$ cat config.mk
export PLATFORM = sky130hd
export DESIGN_NAME = accel_step_detector
export DESIGN_NICKNAME = d
export VERILOG_FILES = /design/src/rtl/core/asd_pkg.sv /design/src/rtl/core/asd_front.sv /design/src/rtl/core/asd_div.sv /design/src/rtl/core/asd_count.sv /design/src/rtl/core/accel_step_detector.sv
export SDC_FILE = /design/constraint.sdc
export NUM_CORES = 2
export LEC_CHECK = 0
export BUFFER_PORTS_ARGS = -buffer_cell sky130_fd_sc_hd__buf_4
export CAP_MARGIN = 20
export CORE_ASPECT_RATIO = 1.1
export CORE_MARGIN = 3
export CORE_UTILIZATION = 39
export CTS_CLUSTER_DIAMETER = 100
export CTS_CLUSTER_SIZE = 25
export DETAILED_ROUTE_END_ITERATION = 10
export PLACE_DENSITY = 0.53
export SYNTH_ARGS = -nofsm -noshare
export SYNTH_HDL_FRONTEND = slang
export SYNTH_SLANG_ARGS = --single-unit
export TNS_END_PERCENT = 50
$ cat constraint.sdc
create_clock -name aclk -period 6.8 [get_ports aclk]
set_clock_uncertainty 0.05 [all_clocks]
set_input_delay 0.68 -clock aclk [delete_from_list [all_inputs] [get_ports aclk]]
set_output_delay 0.68 -clock aclk [all_outputs]
set_load 0.01 [all_outputs]
$ cat src/rtl/core/asd_pkg.sv
// Shared types, constants and helper functions of the accelerometer step detector.
// Used by every module under rtl/core; depends on nothing else.
`timescale 1ns / 1ps

package asd_pkg;

    localparam int WINDOW_LEN_DEF = 5;

    // Squared magnitude and window mean are both 32 bits wide.
    localparam int MAG_W   = 32;
    localparam int QUO_W   = 32;
    localparam int COUNT_W = 31;

    // 384 * 384, about 1.5 g squared in raw sensor units.
    localparam logic [31:0] THRESHOLD_RESET = 32'd147456;

    localparam logic [COUNT_W-1:0] COUNT_MAX = '1;

    localparam logic [1:0] REQ_SAMPLE = 2'd0;
    localparam logic [1:0] REQ_ADJUST = 2'd1;
    localparam logic [1:0] REQ_CLEAR  = 2'd2;

    typedef struct packed {
        logic [1:0]         req_type;
        logic signed [31:0] adjust_amount;
    } asd_ctl_t;

    // Width of the running window sum: enough for WINDOW_LEN full-scale magnitudes.
    function automatic int sum_width(input int n);
        return MAG_W + $clog2(n);
    endfunction

endpackage

$ cat src/rtl/core/asd_front.sv
// Front end: input register, squaring stage and the sliding window with its running sum.
// Depends on asd_pkg.
`timescale 1ns / 1ps

module asd_front #(
    parameter int WINDOW_LEN = asd_pkg::WINDOW_LEN_DEF
) (
    input  logic                                         aclk,
    input  logic                                         aresetn,
    input  logic                                         in_valid,
    output logic                                         in_ready,
    input  asd_pkg::asd_ctl_t                            in_ctl,
    input  logic signed [15:0]                           accel_x,
    input  logic signed [15:0]                           accel_y,
    input  logic signed [15:0]                           accel_z,
    output logic                                         out_valid,
    input  logic                                         out_ready,
    output asd_pkg::asd_ctl_t                            out_ctl,
    output logic [asd_pkg::sum_width(WINDOW_LEN)-1:0]    out_dividend
);
    import asd_pkg::*;

    localparam int SUM_W = sum_width(WINDOW_LEN);
    // Adding half the window length before the divide gives the rounded mean.
    localparam logic [SUM_W-1:0] ROUND_HALF = SUM_W'(WINDOW_LEN / 2);

    logic               a_valid_reg;
    asd_ctl_t           a_ctl_reg;
    logic signed [15:0] a_x_reg;
    logic signed [15:0] a_y_reg;
    logic signed [15:0] a_z_reg;

    logic               b_valid_reg;
    asd_ctl_t           b_ctl_reg;
    logic [MAG_W-1:0]   b_sq_x_reg;
    logic [MAG_W-1:0]   b_sq_y_reg;
    logic [MAG_W-1:0]   b_sq_z_reg;

    logic               c_valid_reg;
    asd_ctl_t           c_ctl_reg;
    logic [SUM_W-1:0]   c_dividend_reg;

    logic [MAG_W-1:0]   tap_reg [WINDOW_LEN];
    logic [SUM_W-1:0]   sum_reg;

    logic               a_ready;
    logic               b_ready;
    logic               c_ready;
    logic signed [MAG_W-1:0] sq_x;
    logic signed [MAG_W-1:0] sq_y;
    logic signed [MAG_W-1:0] sq_z;
    logic [MAG_W-1:0]   mag;
    logic [SUM_W-1:0]   sum_next;
    logic               b_is_sample;
    logic               window_load;

    assign c_ready  = !c_valid_reg || out_ready;
    assign b_ready  = !b_valid_reg || c_ready;
    assign a_ready  = !a_valid_reg || b_ready;
    assign in_ready = a_ready;

    // A square of a 16-bit value is at most 2^30, so 32 signed bits hold it exactly.
    assign sq_x = MAG_W'(a_x_reg) * MAG_W'(a_x_reg);
    assign sq_y = MAG_W'(a_y_reg) * MAG_W'(a_y_reg);
    assign sq_z = MAG_W'(a_z_reg) * MAG_W'(a_z_reg);

    // Three squares sum to at most 3 * 2^30, which still fits 32 unsigned bits.
    assign mag         = b_sq_x_reg + b_sq_y_reg + b_sq_z_reg;
    assign sum_next    = sum_reg - SUM_W'(tap_reg[WINDOW_LEN-1]) + SUM_W'(mag);
    assign b_is_sample = (b_ctl_reg.req_type == REQ_SAMPLE);
    assign window_load = c_ready && b_valid_reg && b_is_sample;

    always_ff @(posedge aclk) begin
        if (!aresetn) begin
            a_valid_reg <= 1'b0;
            b_valid_reg <= 1'b0;
            c_valid_reg <= 1'b0;
        end else begin
            if (a_ready) begin
                a_valid_reg <= in_valid;
            end
            if (b_ready) begin
                b_valid_reg <= a_valid_reg;
            end
            if (c_ready) begin
                c_valid_reg <= b_valid_reg;
            end
        end
    end

    always_ff @(posedge aclk) begin
        if (a_ready) begin
            a_ctl_reg <= in_ctl;
            a_x_reg   <= accel_x;
            a_y_reg   <= accel_y;
            a_z_reg   <= accel_z;
        end
        if (b_ready) begin
            b_ctl_reg  <= a_ctl_reg;
            b_sq_x_reg <= $unsigned(sq_x);
            b_sq_y_reg <= $unsigned(sq_y);
            b_sq_z_reg <= $unsigned(sq_z);
        end
        if (c_ready) begin
            c_ctl_reg <= b_ctl_reg;
            // Non-sample words divide a zero and so report a zero mean.
            c_dividend_reg <= b_is_sample ? (sum_next + ROUND_HALF) : '0;
        end
    end

    // The window is a shift line: the last tap is the value written WINDOW_LEN samples ago.
    always_ff @(posedge aclk) begin
        if (!aresetn) begin
            for (int i = 0; i < WINDOW_LEN; i++) begin
                tap_reg[i] <= '0;
            end
            sum_reg <= '0;
        end else if (window_load) begin
            tap_reg[0] <= mag;
            for (int i = 1; i < WINDOW_LEN; i++) begin
                tap_reg[i] <= tap_reg[i-1];
            end
            sum_reg <= sum_next;
        end
    end

    assign out_valid    = c_valid_reg;
    assign out_ctl      = c_ctl_reg;
    assign out_dividend = c_dividend_reg;

endmodule

$ cat src/rtl/core/asd_div.sv
// Division of the rounded window sum by the window length: reciprocal multiply and
// residue correction in three pipeline stages. Depends on asd_pkg.
`timescale 1ns / 1ps

module asd_div #(
    parameter int WINDOW_LEN = asd_pkg::WINDOW_LEN_DEF
) (
    input  logic                                      aclk,
    input  logic                                      aresetn,
    input  logic                                      in_valid,
    output logic                                      in_ready,
    input  asd_pkg::asd_ctl_t                         in_ctl,
    input  logic [asd_pkg::sum_width(WINDOW_LEN)-1:0] in_dividend,
    output logic                                      out_valid,
    input  logic                                      out_ready,
    output asd_pkg::asd_ctl_t                         out_ctl,
    output logic [asd_pkg::QUO_W-1:0]                 out_quotient
);
    import asd_pkg::*;

    localparam int SUM_W = sum_width(WINDOW_LEN);
    // One spare top bit keeps the upper dividend slice nonempty for a window of one.
    localparam int XW    = SUM_W + 1;
    localparam int PLW   = 2 * QUO_W;
    localparam int PW    = XW + QUO_W;
    // With this shift the truncated reciprocal fits 32 bits and the estimate is low by
    // at most two, which the residue check below puts right.
    localparam int SHIFT = QUO_W - 1 + $clog2(WINDOW_LEN);
    localparam logic [QUO_W-1:0] RECIP = QUO_W'((64'd1 << SHIFT) / WINDOW_LEN);
    // The residue of the estimate stays below three divisors.
    localparam int RW    = $clog2(3 * WINDOW_LEN);
    localparam logic [RW-1:0] NR  = RW'(WINDOW_LEN);
    localparam logic [RW-1:0] NR2 = RW'(2 * WINDOW_LEN);

    logic             v0_reg;
    asd_ctl_t         ctl0_reg;
    logic [PLW-1:0]   plo0_reg;
    logic [XW-1:0]    phi0_reg;
    logic [RW-1:0]    xl0_reg;

    logic             v1_reg;
    asd_ctl_t         ctl1_reg;
    logic [QUO_W-1:0] qe1_reg;
    logic [RW-1:0]    xl1_reg;

    logic             v2_reg;
    asd_ctl_t         ctl2_reg;
    logic [QUO_W-1:0] q2_reg;

    logic             rdy0;
    logic             rdy1;
    logic             rdy2;
    logic [XW-1:0]    x_ext;
    logic [PLW-1:0]   p_lo;
    logic [XW-1:0]    p_hi;
    logic [PW-1:0]    prod;
    logic [QUO_W-1:0] q_est;
    logic [RW-1:0]    resid;
    logic [QUO_W-1:0] q_fix;

    assign rdy2     = !v2_reg || out_ready;
    assign rdy1     = !v1_reg || rdy2;
    assign rdy0     = !v0_reg || rdy1;
    assign in_ready = rdy0;

    // The product is split at bit 32 so that no multiplier is wider than 32 by 32.
    assign x_ext = XW'(in_dividend);
    assign p_lo  = PLW'(x_ext[QUO_W-1:0]) * PLW'(RECIP);
    assign p_hi  = XW'(x_ext[XW-1:QUO_W]) * XW'(RECIP);

    assign prod  = PW'(plo0_reg) + (PW'(phi0_reg) << QUO_W);
    assign q_est = QUO_W'(prod >> SHIFT);

    // Only the low bits of the dividend and the estimate are needed for the residue.
    assign resid = xl1_reg - RW'(qe1_reg[RW-1:0] * NR);
    assign q_fix = qe1_reg + QUO_W'(resid >= NR) + QUO_W'(resid >= NR2);

    always_ff @(posedge aclk) begin
        if (!aresetn) begin
            v0_reg <= 1'b0;
            v1_reg <= 1'b0;
            v2_reg <= 1'b0;
        end else begin
            if (rdy0) begin
                v0_reg <= in_valid;
            end
            if (rdy1) begin
                v1_reg <= v0_reg;
            end
            if (rdy2) begin
                v2_reg <= v1_reg;
            end
        end
    end

    always_ff @(posedge aclk) begin
        if (rdy0) begin
            ctl0_reg <= in_ctl;
            plo0_reg <= p_lo;
            phi0_reg <= p_hi;
            xl0_reg  <= x_ext[RW-1:0];
        end
        if (rdy1) begin
            ctl1_reg <= ctl0_reg;
            qe1_reg  <= q_est;
            xl1_reg  <= xl0_reg;
        end
        if (rdy2) begin
            ctl2_reg <= ctl1_reg;
            q2_reg   <= q_fix;
        end
    end

    assign out_valid    = v2_reg;
    assign out_ctl      = ctl2_reg;
    assign out_quotient = q2_reg;

endmodule

$ cat src/rtl/core/asd_count.sv
// Result stage: threshold crossing detection, step counter and the result register.
// Depends on asd_pkg.
`timescale 1ns / 1ps

module asd_count (
    input  logic                          aclk,
    input  logic                          aresetn,
    input  logic [31:0]                   threshold_sq,
    input  logic                          in_valid,
    output logic                          in_ready,
    input  asd_pkg::asd_ctl_t             in_ctl,
    input  logic [asd_pkg::QUO_W-1:0]     in_mean,
    output logic                          out_valid,
    input  logic                          out_ready,
    output logic [asd_pkg::COUNT_W-1:0]   step_total,
    output logic                          step_seen,
    output logic [asd_pkg::QUO_W-1:0]     mean_mag_sq
);
    import asd_pkg::*;

    localparam int ADJ_W = COUNT_W + 2;

    logic               out_valid_reg;
    logic [COUNT_W-1:0] count_reg;
    logic               was_below_reg;
    logic               seen_reg;
    logic [QUO_W-1:0]   mean_reg;

    logic               load;
    logic [COUNT_W-1:0] count_next;
    logic               was_below_next;
    logic               seen_next;
    logic [QUO_W-1:0]   mean_next;
    logic signed [ADJ_W-1:0] adj_sum;

    assign in_ready = !out_valid_reg || out_ready;
    assign load     = in_ready && in_valid;

    assign adj_sum = $signed({2'b00, count_reg}) + ADJ_W'($signed(in_ctl.adjust_amount));

    always_comb begin
        count_next     = count_reg;
        was_below_next = was_below_reg;
        seen_next      = 1'b0;
        mean_next      = '0;
        case (in_ctl.req_type)
            REQ_SAMPLE: begin
                mean_next = in_mean;
                if (in_mean > threshold_sq) begin
                    // Only the rising crossing counts; the count sticks at its maximum.
                    if (was_below_reg) begin
                        if (count_reg != COUNT_MAX) begin
                            count_next = count_reg + 1'b1;
                        end
                        seen_next      = 1'b1;
                        was_below_next = 1'b0;
                    end
                end else begin
                    was_below_next = 1'b1;
                end
            end
            REQ_ADJUST: begin
                if (adj_sum[ADJ_W-1]) begin
                    count_next = '0;
                end else if (adj_sum[COUNT_W]) begin
                    count_next = COUNT_MAX;
                end else begin
                    count_next = adj_sum[COUNT_W-1:0];
                end
            end
            REQ_CLEAR: begin
                count_next = '0;
            end
            default: begin
                count_next = count_reg;
            end
        endcase
    end

    always_ff @(posedge aclk) begin
        if (!aresetn) begin
            out_valid_reg <= 1'b0;
            count_reg     <= '0;
            was_below_reg <= 1'b1;
        end else begin
            if (in_ready) begin
                out_valid_reg <= in_valid;
            end
            if (load) begin
                count_reg     <= count_next;
                was_below_reg <= was_below_next;
            end
        end
    end

    always_ff @(posedge aclk) begin
        if (load) begin
            seen_reg <= seen_next;
            mean_reg <= mean_next;
        end
    end

    // The counter only moves when a result is loaded, so it doubles as the reported total.
    assign out_valid   = out_valid_reg;
    assign step_total  = count_reg;
    assign step_seen   = seen_reg;
    assign mean_mag_sq = mean_reg;

endmodule

$ cat src/rtl/core/accel_step_detector.sv
// Step detector for a three-axis accelerometer: takes one word per cycle while the output
// is not stalled and gives one result word per input word, in order. Each word passes seven
// register stages (input, squaring, window update, three divider stages, result) before its
// result can be taken; throughput is one word per cycle when the output is not stalled, set
// by the running-sum update of the window and by the pipelined reciprocal multiply that
// divides the window sum. Sample words update the window of the last WINDOW_LEN squared
// magnitudes and report its rounded mean; a step is counted when the mean rises above
// threshold_sq after having been at or below it. Adjust words add a signed amount to the
// count (floored at zero, saturated at the maximum), clear words zero it. Write threshold_sq
// only while no word is in flight. Depends on asd_pkg and the asd_* modules.
`timescale 1ns / 1ps

module accel_step_detector #(
    parameter int WINDOW_LEN = asd_pkg::WINDOW_LEN_DEF
) (
    input  logic        aclk,
    input  logic        aresetn,
    input  logic        s_tvalid,
    output logic        s_tready,
    // accel_x [15:0], accel_y [31:16], accel_z [47:32], adjust_amount [79:48]
    input  logic [79:0] s_tdata,
    // req_type [1:0]
    input  logic [1:0]  s_tuser,
    output logic        m_tvalid,
    input  logic        m_tready,
    // step_total [30:0], step_seen [31], mean_mag_sq [63:32]
    output logic [63:0] m_tdata,
    input  logic        cfg_valid,
    output logic        cfg_ready,
    input  logic [31:0] cfg_data
);
    import asd_pkg::*;

    localparam int SUM_W = sum_width(WINDOW_LEN);

    logic [31:0]        thr_reg;

    asd_ctl_t           s_ctl;
    logic               f_valid;
    logic               f_ready;
    asd_ctl_t           f_ctl;
    logic [SUM_W-1:0]   f_dividend;
    logic               d_valid;
    logic               d_ready;
    asd_ctl_t           d_ctl;
    logic [QUO_W-1:0]   d_quotient;
    logic [COUNT_W-1:0] step_total;
    logic               step_seen;
    logic [QUO_W-1:0]   mean_mag_sq;

    assign cfg_ready = 1'b1;

    always_ff @(posedge aclk) begin
        if (!aresetn) begin
            thr_reg <= THRESHOLD_RESET;
        end else if (cfg_valid && cfg_ready) begin
            thr_reg <= cfg_data;
        end
    end

    assign s_ctl.req_type      = s_tuser;
    assign s_ctl.adjust_amount = $signed(s_tdata[79:48]);

    asd_front #(
        .WINDOW_LEN(WINDOW_LEN)
    ) u_front (
        .aclk        (aclk),
        .aresetn     (aresetn),
        .in_valid    (s_tvalid),
        .in_ready    (s_tready),
        .in_ctl      (s_ctl),
        .accel_x     ($signed(s_tdata[15:0])),
        .accel_y     ($signed(s_tdata[31:16])),
        .accel_z     ($signed(s_tdata[47:32])),
        .out_valid   (f_valid),
        .out_ready   (f_ready),
        .out_ctl     (f_ctl),
        .out_dividend(f_dividend)
    );

    asd_div #(
        .WINDOW_LEN(WINDOW_LEN)
    ) u_div (
        .aclk        (aclk),
        .aresetn     (aresetn),
        .in_valid    (f_valid),
        .in_ready    (f_ready),
        .in_ctl      (f_ctl),
        .in_dividend (f_dividend),
        .out_valid   (d_valid),
        .out_ready   (d_ready),
        .out_ctl     (d_ctl),
        .out_quotient(d_quotient)
    );

    asd_count u_count (
        .aclk        (aclk),
        .aresetn     (aresetn),
        .threshold_sq(thr_reg),
        .in_valid    (d_valid),
        .in_ready    (d_ready),
        .in_ctl      (d_ctl),
        .in_mean     (d_quotient),
        .out_valid   (m_tvalid),
        .out_ready   (m_tready),
        .step_total  (step_total),
        .step_seen   (step_seen),
        .mean_mag_sq (mean_mag_sq)
    );

    assign m_tdata = {mean_mag_sq, step_seen, step_total};

    // A reported step must come from a mean above the threshold in force.
    a_step_above_thr: assert property (@(posedge aclk) disable iff (!aresetn)
        m_tvalid && step_seen |-> mean_mag_sq > thr_reg)
        else $error("step reported with mean at or below threshold");

    // A step never leaves the count at zero.
    a_step_nonzero: assert property (@(posedge aclk) disable iff (!aresetn)
        m_tvalid && step_seen |-> step_total != '0)
        else $error("step reported with zero count");

    // The input side only stalls when every stage is full behind a stalled output.
    a_stall_only_full: assert property (@(posedge aclk) disable iff (!aresetn)
        !s_tready |-> m_tvalid && !m_tready)
        else $error("input stalled while the output is free");

endmodule
# Yosys cells after proc, flatten, opt, wreduce, memory -nomap -nowiden
# Memory sizes are Yosys's and may differ from the RTL's.
# Index checks and enable logic that the tools add are counted.
dict set report classes {
  n_bitwise 5
  addsub 11
  eq_ne 6
  magnitude_cmp 3
  mul 6
  n_reduce_logical 23
  shift 0
  n_div 0
  n_mux 17
}
# operator count
set op_table {}
lappend op_table {{$mux 32} 5}
lappend op_table {{$mux 31} 5}
lappend op_table {{$mul 16x16->32} 3}
lappend op_table {{$pmux 31 s3} 1}
lappend op_table {{$add 64x66->66} 1}
lappend op_table {{$add 32x1->32} 2}
lappend op_table {{$add 32x32->32} 2}
lappend op_table {{$mul 32x30->62 const B} 1}
lappend op_table {{$add 35x2->35 const B} 1}
lappend op_table {{$add 35x32->35} 1}
lappend op_table {{$sub 35x32->35} 1}
lappend op_table {{$add 32x32->33} 1}
lappend op_table {{$gt 32x32->1} 1}
lappend op_table {{$mul 3x30->32 const B} 1}
lappend op_table {{$add 31x1->31 const B} 1}
lappend op_table {{$ne 31x31->1 const B} 1}
lappend op_table {{$logic_not 1->1} 7}
lappend op_table {{$logic_or 1x1->1} 7}
lappend op_table {{$mux 1} 6}
lappend op_table {{$ne 2x1->1 const B} 3}
lappend op_table {{$or 1x1->1} 5}
lappend op_table {{$reduce_and 5->1} 1}
lappend op_table {{$ge 4x3->1 const B} 1}
lappend op_table {{$ge 4x4->1 const B} 1}
lappend op_table {{8 further kinds} 12}
dict set report totals {
  latch_bits 0
  ramBits 160
  romBits 0
  reg_bits 688
  input_bits 119
  word_cells 110
  memories 1
}
# memory depth width read_ports rd_clocked_by_memory_dff write_ports line_no
set memory_table {}
lappend memory_table {u_front.tap_reg 5 32 5 0 5 asd_front.sv:43} ;# logic [MAG_W-1:0] tap_reg [WINDOW_LEN];

# Longest topological paths before layout
dict set report depth {
  word_depth 12
  mapped_depth 27
}

# By module
# From an unflattened synthesis, not the netlist that was laid out.
dict set report unflattened {
  hier_cells 7366
  hier_area_um2 79668.9
}
# mod cells_each seq_area_each_um2 instances area_per_inst_um2
set by_module_without_submodules {}
lappend by_module_without_submodules {asd_front 4390 13913.3 1 47768.3}
lappend by_module_without_submodules {asd_div 2149 6546.3 1 24806.3}
lappend by_module_without_submodules {asd_count 721 1651.6 1 5836.8}
lappend by_module_without_submodules {accel_step_detector 106 640.6 1 1257.5}

# Worst setup path before layout
# OpenSTA, ideal clock, no wires.
dict set report synth_timing {
  path_kind {reg-to-reg}
  startpoint {register u_front.a_x_reg[1]}
  endpoint {register u_front.b_sq_x_reg[31], data pin}
  arrival_ns 6.641
  path_stages_with_launch 26
  path_slack_ns -0.155
  period_less_slack_ns 6.955
  required_time_ns 6.486
  n_path_buf 2
  cell_sequence {edfxtp_1 -> clkbuf_1 -> clkbuf_1 -> nand2_1 -> fa_1 -> inv_1 -> fa_1 -> inv_1 -> fa_1 -> inv_1 -> fa_1 -> inv_1 -> fa_1 -> inv_1 -> fa_1 -> ha_1 -> and3_1 -> a221o_1 -> and2_1 -> a211oi_1 -> nor3_1 -> o31a_1 -> o41ai_1 -> o2111ai_1 -> o31ai_1 -> xnor2_1}
}
dict set report synth_via {
  elab_chain_cells 1
}
# item line_no
set synth_lines {}
lappend synth_lines {{start: declaration} asd_front.sv:29} ;# logic signed [15:0] a_x_reg;
lappend synth_lines {{start signal: assignment} asd_front.sv:94} ;# a_x_reg <= accel_x;
lappend synth_lines {{$mul 16x16->32} asd_front.sv:63} ;# assign sq_x = MAG_W'(a_x_reg) * MAG_W'(a_x_reg);
lappend synth_lines {{via u_front.sq_x[31]} asd_front.sv:49} ;# logic signed [MAG_W-1:0] sq_x;
lappend synth_lines {{end signal: assignment} asd_front.sv:100} ;# b_sq_x_reg <= $unsigned(sq_x);
lappend synth_lines {{end: declaration} asd_front.sv:35} ;# logic [MAG_W-1:0] b_sq_x_reg;
# The timed path passes the listed nets, and every way through them passes these cells.
# A chain may end at the register's enable or synchronous reset.

# Worst setup path after layout
dict set report layout_timing {
  startpoint {register u_front.c_dividend_reg[15], in the netlist u_front.out_dividend[15]}
  endpoint {register u_div.plo0_reg[49], data pin}
}
dict set report layout_via {
  elab_chain_cells 1
}
# item line_no
set layout_lines {}
lappend layout_lines {{start: declaration} asd_front.sv:41} ;# logic [SUM_W-1:0] c_dividend_reg;
lappend layout_lines {{start signal: assignment} asd_front.sv:107} ;# c_dividend_reg <= b_is_sample ? (sum_next + ROUND_HALF) : '0;
lappend layout_lines {{$mul 32x30->62} asd_div.sv:68} ;# assign p_lo = PLW'(x_ext[QUO_W-1:0]) * PLW'(RECIP);
lappend layout_lines {{via u_div.p_lo[49]} asd_div.sv:54} ;# logic [PLW-1:0] p_lo;
lappend layout_lines {{end signal: assignment} asd_div.sv:99} ;# plo0_reg <= p_lo;
lappend layout_lines {{end: declaration} asd_div.sv:37} ;# logic [PLW-1:0] plo0_reg;
# The timed path passes the listed nets, and every way through them passes these cells.

==> qor.yml <==
hold_violations: 0
min_path_type: "in -> reg"
cts_buffer_depth: 3
status: "complete, but fails checks"
drv_slew: 0
synth-edff-count: 686
dr.pass1.iters: 6
wl_per_cell_um: 18.5
stdcell_count: 10505
synthToLayoutAreaGrowth_pct: 14.6
cts_sinks: 792
clockRootBuffer: "clkbuf_16"
max_slew_margin: 0.295
max_freq_mhz: 142
tightest_slew_ns: 1.04
drive_gt1_frac: 0.138
grt_max_degree: 101
io_buffer_count: 184
postRouteAntennaNets: 0
setup_viol: 11
dr.first_iter.drc_count: 2473
worstPathArrival_ns: 7.49
pre_cts_ws_ns: -0.715
gp_congestion: 0.905
avgSynthCellArea_um2: 11.0
start_util: 0.393
cts_tree: "built"
slowest_stage: "fa_1"
htreeDepth: 2
route.final.wire_length_mm: 194
yosysSeqAreaShare: 0.289
dp_hpwl_mm: 164
synthFlopType: "edfxtp_1"
finalWorstSetupSlack_ns: -0.240
num_vias: 50906
clock_latency_ns: 0.73
die_area_mm2: 0.207
maxCapViolCount: 0
cp_cell_sequence: "ha_4, buf_4, buf_4, ha_4, inv_1, fa_2, fa_1, inv_1, fa_1, inv_1, fa_1, inv_1, fa_2, fa_1, ha_4, a21o_1, a21oi_1, nor2b_1, o311ai_1, a221o_1, o211a_1, o21ba_4, o41a_1, a211o_1"
ys_ff_latch: 792
cts_inserted_buffers: 52
grt_pass1_wl_mm: 308
ys_async_sr_fraction: 0
dpl-instance-area_mm2: 0.0868
gr-total-overflow: 0
cp.required_ns: 7.25
coreArea_mm2: 0.200
antenna_found_initial: 5
rsz0062_at_grt: "yes"
slowest_delay_ns: 0.57
fin_crit_ns: 7.04
r2r_cells: 24
crit_buf_inv: 6
clk_pin_slew_worst_paths_ns: 0.10
cp.depth: 24
final_cell_mix: "inv_1 (1603), fa_1 (1152), buf_4 (739), ha_1 (726), edfxtp_1 (686)"
synthDistinctLibCells: 92
cp-end-kind: "flop"
synthCells: 7179
fp.dieW_um: 434
rows: 172
finalCritPeriodShare: 1.04
largest_reg_flops: 160
nets: 9892
synth.cell_area_mm2: 0.0787
layout_commonest_cell: "inv_1"
drc: 0
start_kind: "flop"
ioPinCount: 186
failed_checks: "setup timing"
via_per_inst: 4.85
crit_path_max_fanout: 4
dp_cells: 10343
worst-setup-path-type: "reg -> reg"
grt_usage: 0.190
grt_pass1_vias: 54767
final_area_mm2: 0.0902
holdPathStages: 1
yosysWarnings: 0
cpLargestDelayFamily: "adder cells"
r2r_setup_slack_ns: -0.24
fin_tns_setup_ns: -1.22
dieHeight_um: 477
## through the flow
| step | util | hold WS (ns) |
|---|---|---|
| 2_1_floorplan | - | 0.350 |
| 3_3_place_gp | 0.434 | 0.350 |
| 3_5_place_dp | 0.434 | 0.355 |
| 4_1_cts | 0.446 | 0.00325 |
| 5_1_grt | 0.450 | 0.0239 |
| 6_report | 0.450 | 0.0842 |
## area by class of cell
class / instances / area, um^2
Antenna cell: 1 / 2.50
Tap cell: 2610 / 3270
Multi-Input combinational cell: 4601 / 50200
Fill cell: 18875 / 110000
Sequential cell: 792 / 22700
Inverter: 1635 / 6150
Clock buffer: 69 / 1390
Timing Repair Buffer: 770 / 5970
Clock inverter: 27 / 508
## synthesized netlist by cell type (20+ instances only)
| library cell | instances | area share |
|---|---|---|
| a211oi_1 | 26 | 0.0025 |
| a21o_1 | 137 | 0.013 |
| a21oi_1 | 249 | 0.016 |
| a22o_1 | 23 | 0.0026 |
| a31oi_1 | 45 | 0.0036 |
| and2_1 | 352 | 0.028 |
| and3_1 | 50 | 0.0040 |
| clkbuf_1 | 134 | 0.0064 |
| dfxtp_1 | 106 | 0.027 |
| edfxtp_1 | 686 | 0.26 |
| fa_1 | 1171 | 0.30 |
| ha_1 | 750 | 0.12 |
| inv_1 | 1633 | 0.078 |
| mux2i_1 | 37 | 0.0047 |
| nand2_1 | 358 | 0.017 |
| nand2b_1 | 44 | 0.0035 |
| nand3_1 | 82 | 0.0052 |
| nand4_1 | 41 | 0.0033 |
| nor2_1 | 292 | 0.014 |
| nor2b_1 | 32 | 0.0025 |
| nor3_1 | 46 | 0.0029 |
| o211ai_1 | 24 | 0.0023 |
| o21a_1 | 58 | 0.0055 |
| o21ai_0 | 147 | 0.0093 |
| o21bai_1 | 39 | 0.0037 |
| o31ai_1 | 21 | 0.0020 |
| or2_2 | 20 | 0.0016 |
| or3_1 | 20 | 0.0016 |
| xnor2_1 | 229 | 0.025 |
| xor2_1 | 100 | 0.011 |
## routing by layer
metal | up-vias | GRT usage | part of all wire
met4 | 0 | 0.0442 | 0.025
met3 | 174 | 0.0165 | 0.027
li1 | 24417 | - | -
met1 | 25668 | 0.245 | 0.43
met5 | - | 0 | 0
met2 | 647 | 0.345 | 0.52
## cell families (layout without fill, tap and decap cells)
| logic type | after synthesis | in the layout | share of synthesized area |
|---|---|---|---|
| AOI/OAI and AO/OA | 906 | 906 | 0.0763 |
| xor gates and xnor gates | 330 | 330 | 0.0368 |
| adders and majority gates | 1921 | 1921 | 0.417 |
| buffers and inverters | 1787 | 2501 | 0.0855 |
| DFF | 792 | 792 | 0.289 |
| muxes | 39 | 39 | 0.00499 |
| other | 2 | 4 | 0.0000954 |
| and+or+nand+nor | 1402 | 1402 | 0.0905 |
## final timing paths
| kind | from | end |
|---|---|---|
| max | u_front.out_dividend[15] | u_div.plo0_reg[49] |
| min reg2reg | u_div.ctl1_reg[3] | u_div.out_ctl[3] |
| max reg2reg | u_front.out_dividend[15] | u_div.plo0_reg[49] |
| min | s_tdata[57] | u_front.a_ctl_reg[9] |
## repair_timing
action	4_1_cts	5_1_grt
hold buffers	6	0
gates resized for setup	83	127
endpoints found under the hold margin	6	0
setup endpoints to repair	28	48
setup buffers	18	40
pin swaps	42	70
Power is not shown: default switching activity piles up to over one toggle a cycle in this logic, so the estimate is an artifact.
